$ cat config.mk
export PLATFORM = sky130hd
export DESIGN_NAME = lidar_frame_parser_crc16_unit
export DESIGN_NICKNAME = d
export VERILOG_FILES = /design/src/hw/rtl/lfp_pkg.sv /design/src/hw/rtl/lfp_cfg.sv /design/src/hw/rtl/lfp_parse.sv /design/src/hw/rtl/lfp_out.sv /design/src/hw/rtl/lidar_frame_parser_crc16_unit.sv
export VERILOG_INCLUDE_DIRS = /design/src /design/src/hw/rtl
export SDC_FILE = /design/constraint.sdc
export NUM_CORES = 1
export LEC_CHECK = 0
export BUFFER_PORTS_ARGS = -buffer_cell sky130_fd_sc_hd__buf_4
export CORE_MARGIN = 2
export CORE_UTILIZATION = 35
export CTS_BUF_LIST = sky130_fd_sc_hd__clkbuf_4 sky130_fd_sc_hd__clkbuf_8
export CTS_CLUSTER_DIAMETER = 30
export DETAILED_ROUTE_END_ITERATION = 10
export PLACE_DENSITY = 0.64
export SLEW_MARGIN = 40
export SYNTH_ARGS = -nofsm -noshare
export SYNTH_HDL_FRONTEND = slang
export SYNTH_SLANG_ARGS = --single-unit
$ cat constraint.sdc
create_clock -name clk -period 7.5 [get_ports clk]
set_input_delay 1.5 -clock clk [delete_from_list [all_inputs] [get_ports clk]]
set_output_delay 1.5 -clock clk [all_outputs]
set_load 0.005 [all_outputs]
$ cat src/hw/rtl/assert_macros.svh
// Assertion macros shared by the frame parser modules
`ifndef ASSERT_MACROS_SVH
`define ASSERT_MACROS_SVH
`ifndef NO_ASSERTIONS
`define ASSERT_IMPLY(label, clk, rst, ante, cons, msg) \
  label: assert property (@(posedge clk) disable iff (rst) (ante) |-> (cons)) \
    else $error(msg);
`define ASSERT_NEXT(label, clk, rst, ante, cons, msg) \
  label: assert property (@(posedge clk) disable iff (rst) (ante) |=> (cons)) \
    else $error(msg);
`else
`define ASSERT_IMPLY(label, clk, rst, ante, cons, msg)
`define ASSERT_NEXT(label, clk, rst, ante, cons, msg)
`endif
`endif

$ cat src/hw/rtl/lfp_pkg.sv
// Types, constants and CRC function for the frame parser
`default_nettype none
package lfp_pkg;

  localparam logic [15:0] CRC_INIT = 16'hFFFF;
  localparam logic [15:0] CRC_POLY = 16'hA001;

  localparam logic [15:0] OFS_DIST_LO = 16'd6;
  localparam logic [15:0] OFS_DIST_HI = 16'd7;
  localparam logic [15:0] OFS_QUAL_LO = 16'd10;
  localparam logic [15:0] OFS_QUAL_HI = 16'd11;

  localparam logic [7:0] REG_HEAD_FLAG     = 8'd0;
  localparam logic [7:0] REG_DEVICE_NUMBER = 8'd1;
  localparam logic [7:0] REG_DEVICE_TYPE   = 8'd2;
  localparam logic [7:0] REG_COMMAND_WORD  = 8'd3;
  localparam logic [7:0] REG_RESERVED_BYTE = 8'd4;

  typedef enum logic [3:0] {
    PH_HDR0    = 4'd0,
    PH_HDR1    = 4'd1,
    PH_HDR2    = 4'd2,
    PH_HDR3    = 4'd3,
    PH_HDR4    = 4'd4,
    PH_LEN_HI  = 4'd5,
    PH_LEN_LO  = 4'd6,
    PH_PAYLOAD = 4'd7,
    PH_CRC_HI  = 4'd8,
    PH_CRC_LO  = 4'd9
  } phase_t;

  typedef struct packed {
    logic [7:0] head_flag;
    logic [7:0] device_number;
    logic [7:0] device_type;
    logic [7:0] command_word;
    logic [7:0] reserved_byte;
  } cfg_t;

  typedef struct packed {
    logic [15:0] payload_length;
    logic [15:0] quality;
    logic [15:0] distance;
    logic        frame_status;
  } frame_report_t;

  function automatic logic [15:0] crc_byte(input logic [15:0] crc_in, input logic [7:0] b);
    logic [15:0] c;
    c = crc_in ^ {8'h00, b};
    for (int k = 0; k < 8; k++) begin
      if (c[0]) begin
        c = (c >> 1) ^ CRC_POLY;
      end else begin
        c = c >> 1;
      end
    end
    return c;
  endfunction

endpackage
`default_nettype wire

$ cat src/hw/rtl/lfp_cfg.sv
// Configuration register file for the expected header bytes
`default_nettype none
module lfp_cfg (
  input  wire logic         clk,
  input  wire logic         rst,
  input  wire logic         cfg_valid,
  output logic              cfg_ready,
  input  wire logic [7:0]   cfg_index,
  input  wire logic [7:0]   cfg_data,
  output lfp_pkg::cfg_t     cfg
);

  assign cfg_ready = 1'b1;

  always_ff @(posedge clk) begin
    if (rst) begin
      cfg <= '0;
    end else if (cfg_valid) begin
      unique case (cfg_index)
        lfp_pkg::REG_HEAD_FLAG:     cfg.head_flag     <= cfg_data;
        lfp_pkg::REG_DEVICE_NUMBER: cfg.device_number <= cfg_data;
        lfp_pkg::REG_DEVICE_TYPE:   cfg.device_type   <= cfg_data;
        lfp_pkg::REG_COMMAND_WORD:  cfg.command_word  <= cfg_data;
        lfp_pkg::REG_RESERVED_BYTE: cfg.reserved_byte <= cfg_data;
        default: ;
      endcase
    end
  end

endmodule
`default_nettype wire

$ cat src/hw/rtl/lfp_parse.sv
// Header match, length count and CRC state for one received byte per cycle while in_fire is high
`default_nettype none
`include "assert_macros.svh"
module lfp_parse (
  input  wire logic                clk,
  input  wire logic                rst,
  input  wire logic                in_fire,
  input  wire logic [7:0]          rx_byte,
  input  wire lfp_pkg::cfg_t       cfg,
  output logic                     res_valid,
  output lfp_pkg::frame_report_t   res
);

  lfp_pkg::phase_t phase, phase_next;
  logic [15:0] length_value, length_value_next;
  logic [15:0] byte_count, byte_count_next;
  logic [15:0] running_crc, running_crc_next;
  logic [7:0]  received_crc_high, received_crc_high_next;
  logic [15:0] distance_hold, distance_hold_next;
  logic [15:0] quality_hold, quality_hold_next;

  logic [7:0]  expected;
  logic [15:0] crc_base;
  logic [15:0] crc_upd;
  logic [15:0] count_inc;
  logic        crc_ok;

  always_comb begin
    unique case (phase)
      lfp_pkg::PH_HDR0: expected = cfg.head_flag;
      lfp_pkg::PH_HDR1: expected = cfg.device_number;
      lfp_pkg::PH_HDR2: expected = cfg.device_type;
      lfp_pkg::PH_HDR3: expected = cfg.command_word;
      default:          expected = cfg.reserved_byte;
    endcase
  end

  assign crc_base  = (phase == lfp_pkg::PH_HDR0) ? lfp_pkg::CRC_INIT : running_crc;
  assign crc_upd   = lfp_pkg::crc_byte(crc_base, rx_byte);
  assign count_inc = byte_count + 16'd1;
  assign crc_ok    = ({received_crc_high, rx_byte} == running_crc);

  always_comb begin
    phase_next             = phase;
    length_value_next      = length_value;
    byte_count_next        = byte_count;
    running_crc_next       = running_crc;
    received_crc_high_next = received_crc_high;
    distance_hold_next     = distance_hold;
    quality_hold_next      = quality_hold;
    res_valid              = 1'b0;
    res.frame_status       = ~crc_ok;
    res.distance           = crc_ok ? distance_hold : 16'd0;
    res.quality            = crc_ok ? quality_hold : 16'd0;
    res.payload_length     = length_value;
    if (in_fire) begin
      unique case (phase)
        lfp_pkg::PH_HDR0, lfp_pkg::PH_HDR1, lfp_pkg::PH_HDR2,
        lfp_pkg::PH_HDR3, lfp_pkg::PH_HDR4: begin
          if (rx_byte != expected) begin
            phase_next = lfp_pkg::PH_HDR0;
          end else begin
            if (phase == lfp_pkg::PH_HDR0) begin
              distance_hold_next = 16'd0;
              quality_hold_next  = 16'd0;
              length_value_next  = 16'd0;
              byte_count_next    = 16'd0;
            end
            running_crc_next = crc_upd;
            phase_next       = lfp_pkg::phase_t'(phase + 4'd1);
          end
        end
        lfp_pkg::PH_LEN_HI: begin
          length_value_next = {rx_byte, 8'h00};
          running_crc_next  = crc_upd;
          phase_next        = lfp_pkg::PH_LEN_LO;
        end
        lfp_pkg::PH_LEN_LO: begin
          length_value_next = {length_value[15:8], rx_byte};
          running_crc_next  = crc_upd;
          byte_count_next   = 16'd0;
          phase_next        = ({length_value[15:8], rx_byte} == 16'd0) ?
                              lfp_pkg::PH_CRC_HI : lfp_pkg::PH_PAYLOAD;
        end
        lfp_pkg::PH_PAYLOAD: begin
          running_crc_next = crc_upd;
          if (byte_count == lfp_pkg::OFS_DIST_LO) distance_hold_next[7:0]  = rx_byte;
          if (byte_count == lfp_pkg::OFS_DIST_HI) distance_hold_next[15:8] = rx_byte;
          if (byte_count == lfp_pkg::OFS_QUAL_LO) quality_hold_next[7:0]   = rx_byte;
          if (byte_count == lfp_pkg::OFS_QUAL_HI) quality_hold_next[15:8]  = rx_byte;
          byte_count_next = count_inc;
          if (count_inc == length_value) phase_next = lfp_pkg::PH_CRC_HI;
        end
        lfp_pkg::PH_CRC_HI: begin
          received_crc_high_next = rx_byte;
          phase_next             = lfp_pkg::PH_CRC_LO;
        end
        lfp_pkg::PH_CRC_LO: begin
          res_valid  = 1'b1;
          phase_next = lfp_pkg::PH_HDR0;
        end
        default: begin
          phase_next = lfp_pkg::PH_HDR0;
        end
      endcase
    end
  end

  always_ff @(posedge clk) begin
    if (rst) begin
      phase             <= lfp_pkg::PH_HDR0;
      length_value      <= 16'd0;
      byte_count        <= 16'd0;
      running_crc       <= lfp_pkg::CRC_INIT;
      received_crc_high <= 8'd0;
      distance_hold     <= 16'd0;
      quality_hold      <= 16'd0;
    end else begin
      phase             <= phase_next;
      length_value      <= length_value_next;
      byte_count        <= byte_count_next;
      running_crc       <= running_crc_next;
      received_crc_high <= received_crc_high_next;
      distance_hold     <= distance_hold_next;
      quality_hold      <= quality_hold_next;
    end
  end

  `ASSERT_IMPLY(a_res_at_crc_lo, clk, rst, res_valid, in_fire && (phase == lfp_pkg::PH_CRC_LO), "result outside last crc byte")
  `ASSERT_IMPLY(a_count_below_len, clk, rst, phase == lfp_pkg::PH_PAYLOAD, byte_count < length_value, "payload count past length")
  `ASSERT_NEXT(a_hdr_miss_restart, clk, rst, in_fire && (phase <= lfp_pkg::PH_HDR4) && (rx_byte != expected), phase == lfp_pkg::PH_HDR0, "header mismatch did not restart")

endmodule
`default_nettype wire

$ cat src/hw/rtl/lfp_out.sv
// Result register on the master side
`default_nettype none
`include "assert_macros.svh"
module lfp_out (
  input  wire logic                    clk,
  input  wire logic                    rst,
  input  wire logic                    res_valid,
  input  wire lfp_pkg::frame_report_t  res,
  output logic                         space,
  output logic                         m_tvalid,
  input  wire logic                    m_tready,
  output logic [55:0]                  m_tdata
);

  lfp_pkg::frame_report_t hold;

  assign space   = ~m_tvalid | m_tready;
  assign m_tdata = {7'd0, hold};

  always_ff @(posedge clk) begin
    if (rst) begin
      m_tvalid <= 1'b0;
    end else if (res_valid) begin
      m_tvalid <= 1'b1;
    end else if (m_tready) begin
      m_tvalid <= 1'b0;
    end
  end

  always_ff @(posedge clk) begin
    if (res_valid) begin
      hold <= res;
    end
  end

  `ASSERT_IMPLY(a_no_overwrite, clk, rst, res_valid, space, "result loaded over a pending item")

endmodule
`default_nettype wire

$ cat src/hw/rtl/lidar_frame_parser_crc16_unit.sv
// Top level: frame parser with CRC-16/MODBUS check on a byte stream
// Throughput: one received byte per cycle, sustained, while the result side drains.
// The result appears on m_tvalid in the cycle after the last CRC byte is taken.
// The result register frees its slot in the same cycle it is taken, so input never waits
// on a draining result; s_tready drops only while an untaken result is held.
// Reset (rst, synchronous): header hunt at byte zero, CRC at 0xFFFF, other registers zero but the result data hold.
`default_nettype none
module lidar_frame_parser_crc16_unit (
  input  wire logic        clk,
  input  wire logic        rst,
  input  wire logic        s_tvalid,
  output logic             s_tready,
  input  wire logic [7:0]  s_tdata,   // [7:0] rx_byte
  output logic             m_tvalid,
  input  wire logic        m_tready,
  output logic [55:0]      m_tdata,   // [0] frame_status, [16:1] distance, [32:17] quality,
                                      // [48:33] payload_length, [55:49] zero
  input  wire logic        cfg_valid,
  output logic             cfg_ready,
  input  wire logic [7:0]  cfg_index,
  input  wire logic [7:0]  cfg_data
);

  lfp_pkg::cfg_t          cfg;
  lfp_pkg::frame_report_t res;
  logic                   res_valid;
  logic                   space;
  logic                   in_fire;

  assign s_tready = space;
  assign in_fire  = s_tvalid & s_tready;

  lfp_cfg u_cfg (
    .clk       (clk),
    .rst       (rst),
    .cfg_valid (cfg_valid),
    .cfg_ready (cfg_ready),
    .cfg_index (cfg_index),
    .cfg_data  (cfg_data),
    .cfg       (cfg)
  );

  lfp_parse u_parse (
    .clk       (clk),
    .rst       (rst),
    .in_fire   (in_fire),
    .rx_byte   (s_tdata),
    .cfg       (cfg),
    .res_valid (res_valid),
    .res       (res)
  );

  lfp_out u_out (
    .clk       (clk),
    .rst       (rst),
    .res_valid (res_valid),
    .res       (res),
    .space     (space),
    .m_tvalid  (m_tvalid),
    .m_tready  (m_tready),
    .m_tdata   (m_tdata)
  );

endmodule
`default_nettype wire
==> impl_metrics.tcl, run 1 <==
set metrics [dict create \
    outcome "finished, final reports clean" \
    cp-start-kind "flop" \
    core_area_um2 25300 \
    cts-resized-gates 0 \
    antenna_left 0 \
    fin_crit_ns 3.90 \
    dr.first_iter.drc_count 596 \
    ys.flop_type "dfxtp_1" \
    synth_top_area_share_pct 29.5 \
    grt-ovfl-total 0 \
    post-route-drc-count 0 \
    cts-root-buf "clkbuf_8" \
    drv.max_cap_violation_count 0 \
    grt.total_usage_pct 17.4 \
    grt_max_degree 87 \
    rsz0062_at_grt "false" \
    p_clk_share_pct 38.9 \
    ioPinCount 88 \
    antenna_found_initial 0 \
    critPathRequiredTime_ns 7.86 \
    wire_per_inst_um 17.3 \
    top_usage_layer "met2" \
    dr.pass1.iters 5 \
    cp_max_fo 19 \
    layout_commonest_cell "dfxtp_1" \
    clock_latency_ns 0.48 \
    final_cell_mix "dfxtp_1 (133), nor2_1 (88), buf_4 (85), a21oi_1 (68), xnor2_1 (56)" \
    ys_ff_latch 182 \
    syn2layout_area_growth_pct 13.0 \
    io_buffers 79 \
    worstSetupPathType "reg -> reg" \
    ys.warnings.count 0 \
    worstHoldPathType "reg -> reg" \
    initial_core_util_pct 35.7 \
    fin_tns_setup_ns 0 \
    vias 7252 \
    internal_power_mw 1.30 \
    path_cells "inv_1 > ha_1 > a22oi_2 > and3_1 > or4_4 > o31a_1 > o32ai_4 > nand2_1 > a211o_1" \
    end_kind "flop" \
    fin_area_um2 10200 \
    fin_crit_sh_pct 52.1 \
    use_met2_pct 27.2 \
    max-slew-margin-rel_pct 46.4 \
    tightest_slew_ns 0.803 \
    synth_edf_count 49 \
    synth_area_leader_cell "dfxtp_1" \
    worstPathArrival_ns 4.27 \
    clock_skew_ns 0.0220 \
    syn_area_per_cell_um2 9.39 \
    synthesis.instances 960 \
    cts_hold_buf 0 \
    die_h_um 164 \
    cts_buffers 17 \
    combPwrFrac_pct 5.1 \
    viasPerCell 5.45 \
    cts_tree "yes" \
    finalHoldViolations 0 \
    cpPeakStageDelay_ns 0.68 \
    maxSlewViolCount 0 \
    power_density_nw_per_um2 176 \
    nets 1023 \
    netlist_area_um2 9010 \
    post-dp-hpwl_um 15700 \
    yosys-top-cells-area "dfxtp_1 (30%), edfxtp_1 (16%), xnor2_1 (5.4%)" \
    cts_sinks 182 \
    place.gp.congestion 0.870 \
    ir_worst_vdd_mv 0.124 \
    p_leak_nw 3.55 \
    htree_levels 4 \
    cp_slowest_cell "ha_1" \
    diodes 0 \
    cts_max_path_buffers 2 \
    p_switching_mw 0.486 \
    drive_above_1_share_pct 13.5 \
    setup_viol 0 \
    gr-usage-met1_pct 24.3 \
    num_rows 58 \
    grt_pass1_wl_um 36800 \
    postRouteWirelength_um 23100 \
    dieArea_um2 27000 \
    seqPwrFrac_pct 56.0 \
    globalRouteMet3Util_pct 2.89 \
    dpl-instance-area_um2 9750 \
    die_w_um 164 \
    synth.distinct_cells 73 \
    cts.reportedPaths.clkPinSlew_ns 0.11 \
    async_flop_share_pct 0 \
    fmax_mhz 256 \
    post-cts-setup-buffers 0 \
    ys_seq_area_share_pct 45.9 \
    switching_share_pct 27.2 \
    first_global_vias 6655 \
]
## path summary, 6_finish.rpt
path | startpoint | to | slack [ns] | depth (start not counted)
max | u_parse.phase[0] | u_parse.running_crc[9] | 3.60 | 9
min | u_parse.distance_hold[2] | u_parse.distance_hold[2] | 0.48 | 2
max reg2reg | u_parse.phase[0] | u_parse.running_crc[9] | 3.60 | 9
min reg2reg | u_parse.distance_hold[2] | u_parse.distance_hold[2] | 0.48 | 2
## cell usage after synthesis, types with 3 or more instances
library cell / instances
o21ai_1: 4
a221oi_1: 7
a211o_1: 11
a22o_1: 14
nand4_1: 47
xnor2_1: 56
ha_1: 6
inv_1: 18
buf_2: 8
buf_4: 8
nor3_1: 22
a22oi_1: 9
a31oi_1: 8
and2_1: 37
o22ai_1: 3
clkbuf_1: 61
a21oi_1: 68
or4_1: 3
nand2b_1: 10
edfxtp_1: 49
o31ai_1: 9
mux2i_1: 45
nand3_1: 14
o21bai_1: 10
and3_1: 12
nor2_1: 90
nand2_1: 33
xor2_1: 12
dfxtp_1: 133
a211oi_1: 5
o32ai_1: 3
o41ai_1: 6
o21ai_0: 48
or3_1: 8
o32a_1: 3
nor4_1: 19
nor2b_1: 12
buf_1: 4
o31a_1: 3
## power by group through the flow
stage          registers (mW)  clock network [mW]  logic, mW
3_3_place_gp             1.03                   0     0.0887
4_1_cts                  1.00               0.709     0.0898
5_1_grt                  1.00               0.746     0.0989
3_5_place_dp             1.03                   0     0.0893
6_report                 1.00               0.696     0.0908
2_1_floorplan            1.03                   0     0.0638
## metrics by stage
stage / std cells / util [%] / hold WS (ns) / total power, mW / worst slack [ns]
6_report: 1331 / 40.3 / 0.478 / 1.79 / 3.60
5_1_grt: 1331 / 40.3 / 0.497 / 1.85 / 3.25
4_1_cts: 1331 / 40.3 / 0.478 / 1.80 / 3.59
3_5_place_dp: 1299 / 38.6 / 0.463 / 1.11 / 3.35
3_3_place_gp: 1296 / 38.5 / 0.461 / 1.11 / 2.85
2_1_floorplan: 966 / - / 0.445 / 1.09 / 3.77
## registers in the layout, indices dropped and copies added (netlist names)
| signal | cells |
|---|---|
| u_cfg.cfg | 40 |
| u_parse.running_crc | 16 |
| u_out.m_tvalid | 1 |
| u_out.m_tdata | 49 |
| u_parse.byte_count | 16 |
| u_parse.quality_hold | 16 |
| u_parse.length_value | 16 |
| u_parse.received_crc_high | 8 |
| u_parse.phase | 4 |
| u_parse.distance_hold | 16 |
## worst max-delay path, delay by kind of cell, from the launching register on
kind	cells	cell delay, ns
flip-flops	1	0.37
AO/OA/AOI/OAI	4	1.50
adder cells (fa/ha/maj)	1	0.68
buffers and inverters	1	0.11
AND/OR/NAND/NOR	3	1.10
## final cells by class
| class | count | area (um2) |
|---|---|---|
| clock buffers | 18 | 248 |
| multi-input cells | 682 | 4490 |
| inverters | 18 | 67.6 |
| well taps | 330 | 413 |
| flip-flops and latches | 182 | 4130 |
| fillers | 2546 | 15100 |
| repair buffers | 87 | 654 |
| clock inverters | 14 | 174 |
## per-layer routing
metal,vias to the layer above,share of wire [%]
li1,3545,-
met1,3426,47
met5,-,0
met3,37,5.6
met4,0,2.1
met2,244,46
## kinds of logic after synthesis
| kind of cell | synth area share [%] |
|---|---|
| AO/OA/AOI/OAI | 17.0 |
| XOR/XNOR | 7.12 |
| adder cells (fa/ha/maj) | 0.833 |
| buffers and inverters | 4.87 |
| flip-flops | 45.9 |
| multiplexers | 5.12 |
| other | 0.0833 |
| AND/OR/NAND/NOR | 19.1 |
(Power assumes the default switching activity.)
==> run 2: changes to the inputs <==
--- a/config.mk
+++ b/config.mk
@@ -6,6 +6,7 @@
 export SDC_FILE = /design/constraint.sdc
 export NUM_CORES = 1
 export LEC_CHECK = 0
+export ABC_AREA = 1
 export BUFFER_PORTS_ARGS = -buffer_cell sky130_fd_sc_hd__buf_4
 export CORE_MARGIN = 2
 export CORE_UTILIZATION = 35
==> constraint.sdc (replaced) <==
create_clock -name clk -period 3.8 [get_ports clk]
set_input_delay 0.76 -clock clk [delete_from_list [all_inputs] [get_ports clk]]
set_output_delay 0.76 -clock clk [all_outputs]
set_load 0.005 [all_outputs]
==> run 2 against run 1 <==
Via count grew 4.4%. Synthesized cell count grew 21%. Clock-buffer cell count shrank 1. Cell area grew 0.36%. Power grew 130%. Worst hold slack lost 0.029 ns. Flip-flop and latch count is the same. Sequential share of layout area shrank 0.14 points. Clock skew shrank 0.0010 ns. Utilization grew 0.26 points. Sequential power grew 110%. Global-route usage shrank 0.68 points. Largest power group unchanged. Highest routed layer unchanged.
==> impl_metrics.tcl, run 2 <==
set metrics [dict create \
    num_rows 58 \
    drv.max_cap_violation_count 0 \
    die_w_um 164 \
    grt_max_degree 62 \
    cts_buffers 17 \
    outcome "finished, final reports clean" \
    initial_core_util_pct 35.7 \
    critPathMostFrequentCell "nand2_1" \
    fin_area_um2 10200 \
    path_buf_inv 2 \
    min_path_cells 0 \
    ys_ff_latch 182 \
    synth.distinct_cells 50 \
    yosys-top-cells-area "dfxtp_1 (30%), edfxtp_1 (16%), nand2_1 (9.5%)" \
    cts_tree "yes" \
    setup_viol 0 \
    ys_seq_area_share_pct 46.0 \
    nFillCells 2579 \
    final_cell_mix "nand2_1 (227), nor2_1 (193), dfxtp_1 (133), inv_1 (124), buf_4 (87)" \
    cts_sinks 182 \
    grt.total_usage_pct 16.7 \
    dieArea_um2 27000 \
    tightest_slew_ns 0.596 \
    max-slew-margin-rel_pct 59.9 \
    largest_reg_flops 49 \
    die_h_um 164 \
    viasPerCell 4.83 \
    postRouteWirelength_um 22100 \
    synth_area_leader_cell "dfxtp_1" \
    p_leak_nw 4.30 \
    worstHoldPathType "reg -> reg" \
    grt_pass1_wl_um 35500 \
    cp_max_fo 31 \
    r2r-end "u_parse.byte_count[0]" \
    vias 7568 \
    cts_max_path_buffers 2 \
    cts.reportedPaths.clkPinSlew_ns 0.12 \
    ioPinCount 88 \
    path_cells "inv_1 > ha_1 > o21ai_4 > nand2_2 > inv_2 > nand2_1 > nand2_1 > nand2_1 > nand2_1 > nand2_1 > nor2_2 > nand2_2 > nand2_8 > nand2_2 > o21ai_0 > a21oi_1" \
    place.gp.congestion 0.902 \
    rsz0062_at_grt "false" \
    ys_top_cells_by_count "nand2_1 (227), nor2_1 (195), dfxtp_1 (133), inv_1 (124), nand3_1 (75)" \
    ys.flop_type "dfxtp_1" \
    fin_ws_ns 0.823 \
    critPathTopFamily "simple AND/OR/NAND/NOR gates" \
    netlist_area_um2 8980 \
    antenna_found_initial 0 \
    clock_skew_ns 0.0210 \
    dpl-instance-area_um2 9790 \
    dr.first_iter.drc_count 577 \
    synth_top_area_share_pct 29.6 \
    post-cts-setup-buffers 0 \
    synth_edf_count 49 \
    cts-root-buf "clkbuf_8" \
    nets 1258 \
    diodes 0 \
    critPathRequiredTime_ns 4.16 \
    fin_crit_ns 2.98 \
    wire_per_inst_um 14.1 \
    drive_above_1_share_pct 13.0 \
    cp-start-kind "flop" \
    first_global_vias 6767 \
    clock_latency_ns 0.49 \
    yosysMostFrequentCell "nand2_1" \
    grt-ovfl-total 0 \
    maxSlewViolCount 0 \
    layout_commonest_cell "nand2_1" \
    ff2ff_setup_slack_ns 0.82 \
    rr_startpoint "u_parse.phase[0]" \
    cp_slowest_cell "dfxtp_1" \
    fin_tns_setup_ns 0 \
    syn_area_per_cell_um2 7.71 \
    fin_crit_sh_pct 78.3 \
    path_depth 16 \
    syn2layout_area_growth_pct 13.8 \
    cts_hold_buf 0 \
    worstPathArrival_ns 3.33 \
    end_kind "flop" \
    async_flop_share_pct 0 \
    antenna_left 0 \
    synthesis.instances 1165 \
    reg2reg_depth 16 \
    ys.warnings.count 0 \
    post-dp-hpwl_um 15900 \
    cpPeakStageDelay_ns 0.42 \
    post-route-drc-count 0 \
    worstSetupPathType "reg -> reg" \
    io_buffers 79 \
    min_from "u_parse.length_value[4]" \
    htree_levels 4 \
    cts-resized-gates 0 \
    core_area_um2 25200 \
    ir_worst_vdd_mv 0.252 \
    power_density_nw_per_um2 398 \
    dr.pass1.iters 5 \
    fmax_mhz 336 \
    dp_slack_ns 0.862 \
    min_to "u_out.m_tdata[37]" \
    finalHoldViolations 0 \
]
[run 2: cell types whose count changed after synthesis, moves of 20 or more]
cell,change
inv_1,+106
clkbuf_1,-38
a211oi_1,+20
and2_1,-36
xnor2_1,-41
nand4_1,-34
nor2_1,+105
nand3_1,+61
o21ai_0,+21
nand2_1,+194
mux2i_1,-45
[run 2: where the power goes]
| part | leakage, nW | switching, mW | internal [mW] | total, mW |
|---|---|---|---|---|
| registers | 1.49 | 0.0537 | 2.05 | 2.11 |
| clock network | 0.212 | 0.866 | 0.521 | 1.39 |
| logic | 2.59 | 0.373 | 0.196 | 0.569 |
[run 2: worst register-to-register path, stage by stage, from the launching register on]
cell and delay, ns:
dfxtp_1 0.42, inv_1 0.11, ha_1 0.38, o21ai_4 0.27
nand2_2 0.09, inv_2 0.10, nand2_1 0.08, nand2_1 0.07
nand2_1 0.05, nand2_1 0.05, nand2_1 0.05, nor2_2 0.11
nand2_2 0.16, nand2_8 0.20, nand2_2 0.36, o21ai_0 0.31
a21oi_1 0.06
[run 2: metrics by stage]
| step | instances | utilization, % | hold slack [ns] | total power [mW] |
|---|---|---|---|---|
| after floorplan | 1171 | - | 0.408 | 2.59 |
| after global placement | 1534 | 38.9 | 0.416 | 2.71 |
| after detailed placement | 1534 | 38.9 | 0.419 | 2.71 |
| after CTS | 1566 | 40.6 | 0.448 | 4.10 |
| after global routing | 1566 | 40.6 | 0.457 | 4.26 |
| final | 1566 | 40.6 | 0.449 | 4.06 |
[run 2: cell families (layout without fill, tap and decap cells)]
family	after synthesis	in the layout	share of synthesized area [%]
simple gates	558	558	27.2
fa+ha+maj	6	6	0.836
xor+xnor	35	35	3.72
flops	182	182	46.0
compound gates	196	196	13.0
other cells	2	8	0.0836
buf+inv	186	251	9.07
[run 2: layer usage]
metal  GRT usage (%)  routed length, um  vias to the layer above
met5               0                  0                        -
met4            4.55                284                        0
met3            3.74               1290                       22
met2            26.7              10000                      192
met1            22.7              10500                     3452
li1                -                  -                     3902
[run 2: final cells by class]
type                    instances  area [um2]  area share [%]
repair buffers                 88         673            6.59
inverters                     131         494            4.84
multi-input cells             803        4080            39.9
well taps                     330         413            4.04
clock buffers                  17         234            2.29
clock inverters                15         194            1.90
flip-flops and latches        182        4130            40.4
[run 2: worst max-delay path by stage]
stage | from | to | slack [ns]
after floorplan | m_tready | u_out.m_tdata[0] | 0.32
final | u_parse.phase[0] | u_parse.byte_count[0] | 0.82
after detailed placement | u_parse.phase[0] | u_parse.byte_count[0] | 0.86
after global placement | s_tdata[3] | u_out.m_tdata[21] | 0.85
after CTS | u_parse.phase[0] | u_parse.byte_count[0] | 0.84
after global routing | u_parse.phase[0] | u_parse.byte_count[0] | 0.56
